`src/sv/zcst_pkg.sv`:
```
// shared constants, command codes and status bundle for the zero count segment tree
package zcst_pkg;

    localparam int CAPACITY_DEF = 1024;

    localparam int KIND_W    = 2;
    localparam int IDX_W     = 10;
    localparam int VAL_W     = 32;
    localparam int RANK_W    = 11;
    localparam int CNT_OUT_W = 11;

    localparam logic [KIND_W-1:0] KIND_WRITE = 2'd0;
    localparam logic [KIND_W-1:0] KIND_COUNT = 2'd1;
    localparam logic [KIND_W-1:0] KIND_FIND  = 2'd2;

    typedef enum logic [3:0] {
        CMD_NONE,
        CMD_INIT,
        CMD_LOAD,
        CMD_WLEAF,
        CMD_WUP,
        CMD_QISSUE,
        CMD_QSTEP,
        CMD_QLAST,
        CMD_QEVAL,
        CMD_FSTEP,
        CMD_OUT
    } dp_cmd_t;

    typedef struct packed {
        logic init_last;
        logic write_ok;
        logic is_query;
        logic find_go;
    } dp_stat_t;

endpackage

```
`src/sv/zcst_ctrl.sv`:
```
// controller: sequences reset sweep, slot writes, range queries and rank searches
module zcst_ctrl #(
    parameter int CAPACITY = zcst_pkg::CAPACITY_DEF
) (
    input  logic               clk,
    input  logic               rst_n,
    input  logic               in_valid,
    output logic               in_ready,
    output logic               out_valid,
    input  logic               out_ready,
    output zcst_pkg::dp_cmd_t  cmd,
    input  zcst_pkg::dp_stat_t stat
);

    localparam int L   = $clog2(CAPACITY);
    localparam int LVW = (L > 1) ? $clog2(L) : 1;

    typedef enum logic [3:0] {
        S_INIT,
        S_IDLE,
        S_START,
        S_WUP,
        S_QSTEP,
        S_QLAST,
        S_QEVAL,
        S_FIND,
        S_RESULT
    } state_t;

    state_t         state_reg;
    state_t         state_next;
    logic [LVW-1:0] lvl_reg;
    logic [LVW-1:0] lvl_next;
    logic           out_valid_reg;
    logic           out_valid_next;
    logic           lvl_last;

    assign lvl_last = (lvl_reg == LVW'(L - 1));

    always_comb
    begin
        state_next     = state_reg;
        lvl_next       = lvl_reg;
        out_valid_next = out_valid_reg;
        cmd            = zcst_pkg::CMD_NONE;
        if (out_valid_reg && out_ready)
        begin
            out_valid_next = 1'b0;
        end
        case (state_reg)
            S_INIT:
            begin
                cmd = zcst_pkg::CMD_INIT;
                if (stat.init_last)
                begin
                    state_next = S_IDLE;
                end
            end
            S_IDLE:
            begin
                if (in_valid)
                begin
                    cmd        = zcst_pkg::CMD_LOAD;
                    state_next = S_START;
                end
            end
            S_START:
            begin
                lvl_next = '0;
                if (stat.write_ok)
                begin
                    cmd        = zcst_pkg::CMD_WLEAF;
                    state_next = S_WUP;
                end
                else if (stat.is_query)
                begin
                    cmd        = zcst_pkg::CMD_QISSUE;
                    state_next = S_QSTEP;
                end
                else
                begin
                    state_next = S_IDLE;
                end
            end
            S_WUP:
            begin
                cmd      = zcst_pkg::CMD_WUP;
                lvl_next = lvl_reg + LVW'(1);
                if (lvl_last)
                begin
                    lvl_next   = '0;
                    state_next = S_IDLE;
                end
            end
            S_QSTEP:
            begin
                cmd      = zcst_pkg::CMD_QSTEP;
                lvl_next = lvl_reg + LVW'(1);
                if (lvl_last)
                begin
                    lvl_next   = '0;
                    state_next = S_QLAST;
                end
            end
            S_QLAST:
            begin
                cmd        = zcst_pkg::CMD_QLAST;
                state_next = S_QEVAL;
            end
            S_QEVAL:
            begin
                cmd        = zcst_pkg::CMD_QEVAL;
                lvl_next   = '0;
                state_next = stat.find_go ? S_FIND : S_RESULT;
            end
            S_FIND:
            begin
                cmd      = zcst_pkg::CMD_FSTEP;
                lvl_next = lvl_reg + LVW'(1);
                if (lvl_last)
                begin
                    lvl_next   = '0;
                    state_next = S_RESULT;
                end
            end
            S_RESULT:
            begin
                if (!out_valid_reg || out_ready)
                begin
                    cmd            = zcst_pkg::CMD_OUT;
                    out_valid_next = 1'b1;
                    state_next     = S_IDLE;
                end
            end
            default:
            begin
                state_next = S_IDLE;
            end
        endcase
    end

    always_ff @(posedge clk or negedge rst_n)
    begin
        if (!rst_n)
        begin
            state_reg     <= S_INIT;
            lvl_reg       <= '0;
            out_valid_reg <= 1'b0;
        end
        else
        begin
            state_reg     <= state_next;
            lvl_reg       <= lvl_next;
            out_valid_reg <= out_valid_next;
        end
    end

    assign in_ready  = (state_reg == S_IDLE);
    assign out_valid = out_valid_reg;

`ifndef NO_ASSERTIONS
    a_valid_from_load: assert property (@(posedge clk) disable iff (!rst_n)
        $rose(out_valid_reg) |-> $past(cmd == zcst_pkg::CMD_OUT))
        else $error("result valid without result load");

    a_start_after_accept: assert property (@(posedge clk) disable iff (!rst_n)
        (state_reg == S_START) |-> $past(in_valid && in_ready))
        else $error("dispatch without accepted beat");

    a_lvl_range: assert property (@(posedge clk) disable iff (!rst_n)
        lvl_reg <= LVW'(L - 1))
        else $error("level counter out of range");
`endif

endmodule

```
`config.mk`:
```
export PLATFORM = sky130hd
export DESIGN_NAME = zcst_ctrl
export DESIGN_NICKNAME = d
export VERILOG_FILES = /design/src/sv/zcst_pkg.sv /design/src/sv/zcst_ctrl.sv
export SDC_FILE = /design/constraint.sdc
export NUM_CORES = 1
export LEC_CHECK = 0
export BUFFER_PORTS_ARGS = -buffer_cell sky130_fd_sc_hd__buf_2
export CAP_MARGIN = 10
export CORE_MARGIN = 4
export CORE_UTILIZATION = 46
export CTS_CLUSTER_SIZE = 8
export DETAILED_ROUTE_END_ITERATION = 12
export PLACE_DENSITY = 0.72
export SKIP_CTS_REPAIR_TIMING = 1
export SYNTH_ARGS = -nofsm -noshare
export SYNTH_HDL_FRONTEND = slang
export SYNTH_SLANG_ARGS = --single-unit
export TNS_END_PERCENT = 50
```
`constraint.sdc`:
```
create_clock -name clk -period 1.45 [get_ports clk]
set_input_delay 0 -clock clk [delete_from_list [all_inputs] [get_ports clk]]
set_output_delay 0 -clock clk [all_outputs]
set_load 0.03 [all_outputs]
```
=== Yosys cells after proc, flatten, opt, wreduce, memory -nomap -nowiden ===
Index checks and enable logic that the tools add are counted.

* Register bits: 9
* Bits of input ports: 8
* Output and inout port bits: 6
* Logic and storage cells: 47

* $add $sub $neg: 1
* Eq/ne operators: 15
* Multiplexer cells: 20
* Reductions and logical operators: 8

{| class="wikitable"
|+ Operators by type and width
! cell !! number
|-
| $pmux 4 s9 || 2
|-
| $mux 4 || 9
|-
| $eq 4x3->1 const B || 4
|-
| $mux 3 || 4
|-
| $ne 2x2->1 const B || 6
|-
| $eq 4x2->1 const B || 2
|-
| $eq 4x4->1 const B || 2
|-
| $pmux 4 s2 || 1
|-
| $reduce_and 6->1 || 1
|-
| $add 4x1->4 const B || 1
|-
| $eq 4x1->1 const B || 1
|-
| $logic_not 4->1 || 1
|-
| $mux 1 || 3
|-
| $reduce_or 3->1 || 1
|-
| $mux 2 || 1
|-
| $reduce_bool 2->1 || 1
|-
| $reduce_or 2->1 || 1
|-
| $logic_and 1x1->1 || 1
|-
| $logic_not 1->1 || 1
|-
| $logic_or 1x1->1 || 1
|}

=== Longest topological paths before layout ===
Gate-level depths: netlist of the first run.

* Word-level depth: 4
* Mapped depth: 6
* Gate-level depth less buffers: 6

=== Least setup slack after synthesis of the first run ===
OpenSTA, ideal clock, no wires.

* Path kind: reg2out
* Start point: reg state_reg[0]
* End point: out in_ready
* Arrival: 1.818 ns
* Data required time: 1.450 ns
* Slack: -0.368 ns
* Stages on the path, launching flop included: 5
* Path buffers: 2
* Cells stage by stage: dfrtp_1 -> buf_6 -> clkbuf_1 -> inv_1 -> nor4_1

* Cells in the longest elaborated chain, start to end: 1

{| class="wikitable"
|+ RTL lines
! what !! RTL line !! source
|-
| start: declaration || zcst_ctrl.sv:30 || <nowiki>state_t state_reg;</nowiki>
|-
| start signal: assignment || zcst_ctrl.sv:152 || <nowiki>state_reg <= state_next;</nowiki>
|-
| $eq 4x1->1 || zcst_ctrl.sv:158 || <nowiki>assign in_ready = (state_reg == S_IDLE);</nowiki>
|-
| end: declaration || zcst_ctrl.sv:8 || <nowiki>output logic in_ready,</nowiki>
|}

No other way between the ends.

=== Worst setup path after layout of the first run ===
* Start point: reg state_reg[0]
* End point: reg state_reg[0]

* Cells in the longest elaborated chain, start to end: 3
* Elaborated cells between the ends (all ways): 17
* Those cells by class: 14 x eq/ne; 1 x mux; 2 x reduce/logical

{| class="wikitable"
|+ RTL lines
! what !! RTL line !! source
|-
| $eq 4x4->1 (tied with other cells) || zcst_ctrl.sv:50 || <nowiki>case (state_reg)</nowiki>
|-
| $ne 2x2->1 (no line) || -- ||
|-
| $reduce_and 6->1 (no line) || -- ||
|}

Parallel ways exist; a longest one is shown, timed or not.
A chain may end at the register's enable or synchronous reset.

==> results.toml, run 1 <==
[run_status]
outcome = "finished with violations"
violations = "negative setup slack"

[finish]
multiInputGateArea_um2 = 440
diodes = 0
seq_area_um2 = 225
final_common_cell = "buf_4"
areaGrowthSynthToFinish_pct = 42.5
drive_above_1_share_pct = 40.9
layout_common_cells = "buf_4, buf_2, dfrtp_1"
fin_util_pct = 71.1
fillers = 105
fin_cells = 125
nets = 121

[place]
dp.cells = 110
hpwl_mm = 1.08
place.gp.congestion = 0.815
port_buffers = 13

[sta]
finalHoldViolCount = 0
fin_tns_setup_ns = -0.464
relSlewSlack_pct = 72.1
min_period_ns = 1.53
hold_slack_ns = 0.0653
finalCritPeriodShare_pct = 105
skew_ns = 0.0145
fin_ws_ns = -0.0785
setup_viol = 9
drv_slew = 0
worst_slew_pin_slew_ns = 0.419
rsz0062_at_grt = "true"
fmax_mhz = 654

[critical_path]
worst_r2r_endpoint = "state_reg[0]$_DFFE_PN0P_"
worst_ep_required_time_ns = 1.59
end_kind = "flop"
slowest_stage = "or3b_1"
reg2reg_depth = 4
cp_top_family = "compound AO/OA/AOI/OAI gates"
cp-start-kind = "flop"
worstSetupPathType = "reg -> reg"
timing.rr.start = "state_reg[0]$_DFFE_PN0P_"
cp_cell_sequence = "or3b_1 > a211o_4 > o211a_1 > mux2i_1"
path_buf_inv = 0
worstPathArrival_ns = 1.67
max_stage_delay_ns = 0.39
r2r_slack_ns = -0.08
path_max_fanout = 9

[clocking]
numCtsBuffers = 3
clockBufferDepth = 2
h-tree-depth = 1
cts_tree = "built"
path_clk_slew_ns = 0.07
clkSinkCount = 9
insertion_delay_ns = 0.27
cts_root_buf = "clkbuf_4"

[global_routing]
grt_pass1_wl_mm = 2.48
antenna_found_initial = 0
grt_pass1_vias = 617
grt-ovfl-total = 0
grtUsageTotal_pct = 16.6
grt_max_degree = 17

[route]
num_vias = 753
routed_wl_mm = 1.86
postRouteAntennaNets = 0
viasPerCell = 6.02
drt_iter0_drc = 20
remaining_drc_errors = 0
wl_per_cell_um = 14.9
first_pass_iters = 4

[floorplan]
num_rows = 13
core-area_um2 = 1330
initial_utilization_pct = 49.9
die_w_um = 46.0
io_pins = 14
dieArea_um2 = 2120
dieHeight_um = 46.0

[pwr]
power_density_nw_per_um2 = 2060
total_power_uw = 1960
p_leak_uw = 0.000473
ir_worst_vdd_mv = 1.12

[synth]
yosys_warnings = 0
yosysSeqAreaShare_pct = 33.8
syn_area_um2 = 666
synth-seq-cells = 9
syn_area_per_cell_um2 = 8.32
synth_fp_nets = 90
synth_cell_types = 34
netlist_instances = 80

[worst_hold_path]
min_to = "out_valid$_DFF_PN0_"
holdCritPathClass = "in -> reg"
hp-start = "out_ready"
hold_depth = 3

[run]
cap_violations = 0
-- stage by stage --
stage	cell area, um^2	setup WS, ns
floorplan	672	-0.123
global placement	778	-0.0165
detailed placement	778	-0.0459
CTS	805	-0.119
global route	948	-0.152
finish	948	-0.0785
-- synth_stat cells --
cell | count | area, um^2
a21o_1 | 2 | 15.0
o211a_1 | 1 | 10.0
a311o_1 | 1 | 10.0
a211o_1 | 1 | 8.76
and3b_1 | 1 | 8.76
nor2b_1 | 2 | 12.5
a21boi_0 | 2 | 15.0
o22ai_1 | 1 | 6.26
or3b_1 | 1 | 8.76
a31oi_1 | 1 | 6.26
xor2_1 | 1 | 8.76
a211oi_1 | 1 | 7.51
nor3b_1 | 1 | 7.51
inv_1 | 4 | 15.0
o21bai_1 | 1 | 7.51
clkbuf_1 | 3 | 11.3
buf_6 | 1 | 11.3
a31o_2 | 1 | 8.76
nor3_1 | 2 | 10.0
nand3b_1 | 1 | 7.51
o311a_1 | 1 | 10.0
nand2b_1 | 2 | 12.5
o21ai_0 | 6 | 30.0
dfrtp_1 | 9 | 225
nor2_1 | 6 | 22.5
a211o_4 | 1 | 17.5
buf_4 | 1 | 7.51
nor4_1 | 3 | 18.8
mux2i_1 | 2 | 20.0
nand3_1 | 2 | 10.0
a21oi_1 | 6 | 30.0
nand2_1 | 9 | 33.8
ha_1 | 2 | 25.0
or3_1 | 1 | 6.26
-- report_power, final --
part	total, uW	internal, uW	leakage, uW	switching (uW)
clock	193	106	0.0000150	86.9
combinational	1370	635	0.000340	740
sequential	390	329	0.000118	61.4
total	1960	1070	0.000473	888
-- area by class of cell --
| type | instances | area share, % |
|---|---|---|
| inverter | 4 | 1.98 |
| tap | 15 | 1.98 |
| multi-input combinational | 62 | 46.4 |
| sequential | 9 | 23.7 |
| timing repair buffer | 31 | 23.1 |
| clock buffer | 4 | 2.77 |
-- cells by family (layout without fill, tap and decap cells) --
family | after synthesis | count (layout) | synth area share (%)
AOI/OAI and AO/OA | 26 | 26 | 27.4
and+or+nand+nor | 31 | 31 | 23.9
buffers and inverters | 9 | 39 | 6.77
adders and majority gates | 2 | 2 | 3.76
DFF | 9 | 9 | 33.8
xor gates and xnor gates | 1 | 1 | 1.32
muxes | 2 | 2 | 3.01
-- routing by layer --
| metal | part of all wire, % | global-route usage, % | wire [um] |
|---|---|---|---|
| met5 | 0 | 0 | 0 |
| met4 | 2.5 | 6.82 | 46 |
| met3 | 6.5 | 6.32 | 122 |
| met2 | 49 | 23.6 | 906 |
| met1 | 42 | 22.4 | 788 |
-- worst max path at each step --
stage / from / endpoint / slack (ns) / cells after the start
floorplan: state_reg[0]$_DFFE_PN0P_ / state_reg[0]$_DFFE_PN0P_ / -0.12 / 5
global placement: state_reg[0]$_DFFE_PN0P_ / state_reg[0]$_DFFE_PN0P_ / -0.02 / 4
detailed placement: state_reg[0]$_DFFE_PN0P_ / state_reg[0]$_DFFE_PN0P_ / -0.05 / 4
CTS: state_reg[1]$_DFFE_PN0P_ / cmd[3] / -0.12 / 5
global route: state_reg[1]$_DFFE_PN0P_ / in_ready / -0.15 / 5
finish: state_reg[0]$_DFFE_PN0P_ / state_reg[0]$_DFFE_PN0P_ / -0.08 / 4
-- tightest hold or removal path, cell delays in order --
cell,delay (ns)
buf_2,0.07
nand2b_1,0.16
nand2_1,0.06
No activity file was read; power rests on OpenSTA's default activity.
==> inputs of run 2 (changes only) <==
--- a/config.mk
+++ b/config.mk
@@ -12,6 +12,7 @@
 export CTS_CLUSTER_SIZE = 8
 export DETAILED_ROUTE_END_ITERATION = 12
 export PLACE_DENSITY = 0.72
+export SETUP_SLACK_MARGIN = 0.2
 export SKIP_CTS_REPAIR_TIMING = 1
 export SYNTH_ARGS = -nofsm -noshare
 export SYNTH_HDL_FRONTEND = slang
==> run 2 against run 1 <==
Compared with the run above: the run still ends with negative setup slack left; die area stayed put; wire length grew 12%; combinational power is 9% higher; critical path depth increased by 1; clock skew down 0.0098 ns; setup slack worse by 0.063 ns; via count rose by 0.13%; global-route usage decreased by 0.67 points; clock-buffer cell count did not move; cell count down 1.6%; sequential share of layout area shrank 0.67 points; cell area is 2.9% higher; critical path type unchanged; critical endpoint unchanged; highest routed layer unchanged.
==> results.toml, run 2 (synthesis gave the netlist of run 1 again) <==
[run_status]
outcome = "finished with violations"
violations = "negative setup slack"

[sta]
fin_ws_ns = -0.142
finalCritPeriodShare_pct = 110
setup_viol = 9
relSlewSlack_pct = 68.1
finalHoldViolCount = 0
fmax_mhz = 628
fin_tns_setup_ns = -0.765
skew_ns = 0.00471
drv_slew = 0
rsz0062_at_grt = "true"
worst_slew_pin_slew_ns = 0.479
min_period_ns = 1.59
hold_slack_ns = 0.102

[finish]
layout_common_cells = "buf_2, dfrtp_1, buf_4"
multiInputGateArea_um2 = 475
fillers = 91
nets = 119
fin_cells = 123
diodes = 0
drive_above_1_share_pct = 46.3
areaGrowthSynthToFinish_pct = 46.6
seq_area_um2 = 225
final_common_cell = "buf_2"

[route]
wl_per_cell_um = 17.0
num_vias = 754
routed_wl_mm = 2.09
remaining_drc_errors = 0
drt_iter0_drc = 37
first_pass_iters = 4
viasPerCell = 6.13
postRouteAntennaNets = 0

[global_routing]
antenna_found_initial = 0
grtUsageTotal_pct = 16.0
grt-ovfl-total = 0
use_met1_pct = 19.4
grt-busiest-layer = "met2"
grt_max_degree = 17
grt_util_met3_pct = 7.11
met2_usage_pct = 23.6
grt_pass1_vias = 604
grt_pass1_wl_mm = 2.36

[critical_path]
reg2reg_depth = 5
cp-start-kind = "flop"
worstSetupPathType = "reg -> reg"
worstPathArrival_ns = 1.72
path_max_fanout = 5
end_kind = "flop"
worst_ep_required_time_ns = 1.58

[clocking]
h-tree-depth = 1
cts_tree = "built"
path_clk_slew_ns = 0.06
clockBufferDepth = 2
numCtsBuffers = 3
insertion_delay_ns = 0.26
clkSinkCount = 9
cts_root_buf = "clkbuf_4"

[floorplan]
dieArea_um2 = 2120
num_rows = 13
core-area_um2 = 1330
die_w_um = 46.0
initial_utilization_pct = 49.9
io_pins = 14
dieHeight_um = 46.0

[pwr]
ir_worst_vdd_mv = 1.21
p_leak_uw = 0.000472
power_density_nw_per_um2 = 2140

[worst_hold_path]
hold_depth = 3
holdCritPathClass = "in -> reg"

[place]
hpwl_mm = 1.19
dp.cells = 110
place.gp.congestion = 0.845
port_buffers = 13
pre_cts_ws_ns = -0.0685

[run]
cap_violations = 0
==> run 2: per-layer routing <==
| layer | part of all wire (%) | up-vias | wire [um] |
|---|---|---|---|
| met5 | 0 | - | 0 |
| met1 | 41 | 363 | 858 |
| met4 | 2.1 | 0 | 44 |
| li1 | - | 348 | - |
| met3 | 7.4 | 6 | 155 |
| met2 | 49 | 37 | 1030 |
==> run 2: worst max-delay path, cell delays in order (launching register included) <==
cell and delay [ns]:
dfrtp_1 0.41, ha_1 0.23, and3b_1 0.23, a211o_4 0.35, o211a_1 0.13, mux2i_1 0.12
==> run 2: stage by stage <==
step / util, % / area (um^2) / total power (uW)
3_5_place_dp: 58.6 / 782 / 1460
3_3_place_gp: 58.6 / 782 / 1430
6_report: 73.2 / 976 / 2090
4_1_cts: 60.6 / 808 / 1660
5_1_grt: 73.2 / 976 / 2230
2_1_floorplan: - / 676 / 1210
==> run 2: path summary, 6_finish.rpt <==
kind / from / end / slack [ns]
worst min-delay path: out_ready / out_valid$_DFF_PN0_ / 0.10
min in group asynchronous: rst_n / state_reg[3]$_DFFE_PN0P_ / 0.13
worst min register to register: lvl_reg[3]$_DFFE_PN0P_ / lvl_reg[3]$_DFFE_PN0P_ / 0.55
worst max register to register: lvl_reg[0]$_DFFE_PN0P_ / state_reg[0]$_DFFE_PN0P_ / -0.14
max in group asynchronous: rst_n / state_reg[0]$_DFFE_PN0P_ / 1.14
worst max-delay path: lvl_reg[0]$_DFFE_PN0P_ / state_reg[0]$_DFFE_PN0P_ / -0.14
==> run 2: area by class of cell <==
| cell class | instances | share of cell area, % |
|---|---|---|
| Sequential cell | 9 | 23.1 |
| Timing Repair Buffer | 28 | 21.7 |
| Tap cell | 15 | 1.92 |
| Clock buffer | 4 | 2.69 |
| Inverter | 4 | 1.92 |
| Multi-Input combinational cell | 63 | 48.7 |
==> run 2: power by group <==
group,leakage (uW),switching (uW),internal [uW]
registers,0.000118,71.4,329
clock network,0.0000150,83.6,106
logic,0.000339,806,695
total,0.000472,961,1130
==> inputs of run 3 (changes only) <==
--- a/config.mk
+++ b/config.mk
@@ -12,6 +12,7 @@
 export CTS_CLUSTER_SIZE = 8
 export DETAILED_ROUTE_END_ITERATION = 12
 export PLACE_DENSITY = 0.72
+export RECOVER_POWER = 100
 export SETUP_SLACK_MARGIN = 0.2
 export SKIP_CTS_REPAIR_TIMING = 1
 export SYNTH_ARGS = -nofsm -noshare
==> run 3 against run 2 <==
Compared with the run above: utilization fell by 0.19 points; global-route usage is the same; sequential power barely moved; critical path type unchanged; the run still ends with negative setup slack left; cell area shrank 0.26%; power is 0.10% higher; die area did not move; clock skew about the same; first-iteration DRC count stayed put.
==> results.toml, run 3 (synthesis gave the netlist of run 1 again) <==
[pwr]
seq_power_share_pct = 19.1
p_sw_share_pct = 46.1
p_leak_uw = 0.000465
clockPowerShare_pct = 9.0
power.internal_uw = 1130
ir_worst_vdd_mv = 1.22
power_density_nw_per_um2 = 2150
p_switching_uw = 964
power_frac_comb_pct = 71.8
total_power_uw = 2090

[sta]
drv_slew = 0
finalHoldViolCount = 0
skew_ns = 0.00485
min_period_ns = 1.60
fin_ws_ns = -0.146
setup_viol = 9
finalCritPeriodShare_pct = 110
relSlewSlack_pct = 65.8
fmax_mhz = 627
worst_slew_pin_slew_ns = 0.513
rsz0062_at_grt = "true"
fin_tns_setup_ns = -0.810

[global_routing]
grt_pass1_vias = 604
antenna_found_initial = 0
grtUsageTotal_pct = 16.0
grt-ovfl-total = 0
grt_max_degree = 17
grt_pass1_wl_mm = 2.36

[route]
num_vias = 755
postRouteAntennaNets = 0
routed_wl_mm = 2.10
first_pass_iters = 4
wl_per_cell_um = 17.1
drt_iter0_drc = 37
viasPerCell = 6.14
remaining_drc_errors = 0

[finish]
diodes = 0
drive_above_1_share_pct = 44.4
fin_util_pct = 73.0
areaGrowthSynthToFinish_pct = 46.2
fillers = 93
nets = 119
fin_cells = 123
layout_common_cells = "buf_2, dfrtp_1, buf_4"

[critical_path]
cp-start-kind = "flop"
path_max_fanout = 5
r2r_slack_ns = -0.15
end_kind = "flop"
worstPathArrival_ns = 1.72
worstSetupPathType = "reg -> reg"
worst_ep_required_time_ns = 1.58

[place]
port_buffers = 13
hpwl_mm = 1.19
dp.cells = 110
place.gp.congestion = 0.845
pre_cts_ws_ns = -0.0685

[run_status]
violations = "negative setup slack"
outcome = "finished with violations"

[floorplan]
dieArea_um2 = 2120
initial_utilization_pct = 49.9
die_w_um = 46.0
core-area_um2 = 1330
io_pins = 14
dieHeight_um = 46.0
num_rows = 13

[clocking]
insertion_delay_ns = 0.26
clkSinkCount = 9
clockBufferDepth = 2
cts_root_buf = "clkbuf_4"
path_clk_slew_ns = 0.06
h-tree-depth = 1
numCtsBuffers = 3
cts_tree = "built"

[worst_hold_path]
holdCritPathClass = "in -> reg"

[run]
cap_violations = 0
-- run 3: worst paths after layout --
path	from	endpoint	cells past startpoint
setup / recovery	lvl_reg[0]$_DFFE_PN0P_	state_reg[0]$_DFFE_PN0P_	5
hold / removal	stat[0]	state_reg[3]$_DFFE_PN0P_	4
setup reg to reg	lvl_reg[0]$_DFFE_PN0P_	state_reg[0]$_DFFE_PN0P_	5
hold reg to reg	lvl_reg[3]$_DFFE_PN0P_	lvl_reg[3]$_DFFE_PN0P_	1
max in group asynchronous	rst_n	state_reg[0]$_DFFE_PN0P_	2
min in group asynchronous	rst_n	state_reg[3]$_DFFE_PN0P_	2
-- run 3: cell type report --
class / count / area [um^2] / share of cell area [%]
multi-input combinational: 63 / 475 / 48.8
sequential: 9 / 225 / 23.1
timing repair buffer: 28 / 209 / 21.5
clock buffer: 4 / 26.3 / 2.70
inverter: 4 / 18.8 / 1.93
tap: 15 / 18.8 / 1.93
-- run 3: layer usage --
metal	wire (um)	global-route usage, %	up-vias
met5	0	0	-
met4	32	7.95	0
met3	149	7.11	4
met2	1050	23.6	40
met1	871	19.4	363
li1	-	-	348
-- run 3: worst max-delay path, stage by stage, from the launching register on --
cell and delay (ns):
dfrtp_1 0.41, ha_1 0.23, and3b_1 0.23, a211o_4 0.35, o211a_1 0.13, mux2i_1 0.12
-- run 3: metrics by stage --
step	hold slack (ns)	instance area (um^2)
4_1_cts	-0.417	808
5_1_grt	0.122	973
3_3_place_gp	-0.142	782
3_5_place_dp	-0.138	782
6_report	0.107	973
2_1_floorplan	-0.296	676
-- run 3: power by group through the flow --
stage / Combinational (uW) / Sequential [uW] / Clock, uW
final: 1500 / 400 / 189
after global placement: 1060 / 377 / 0
after floorplan: 834 / 376 / 0
after detailed placement: 1080 / 381 / 0
after global routing: 1610 / 409 / 210
after CTS: 1080 / 377 / 198
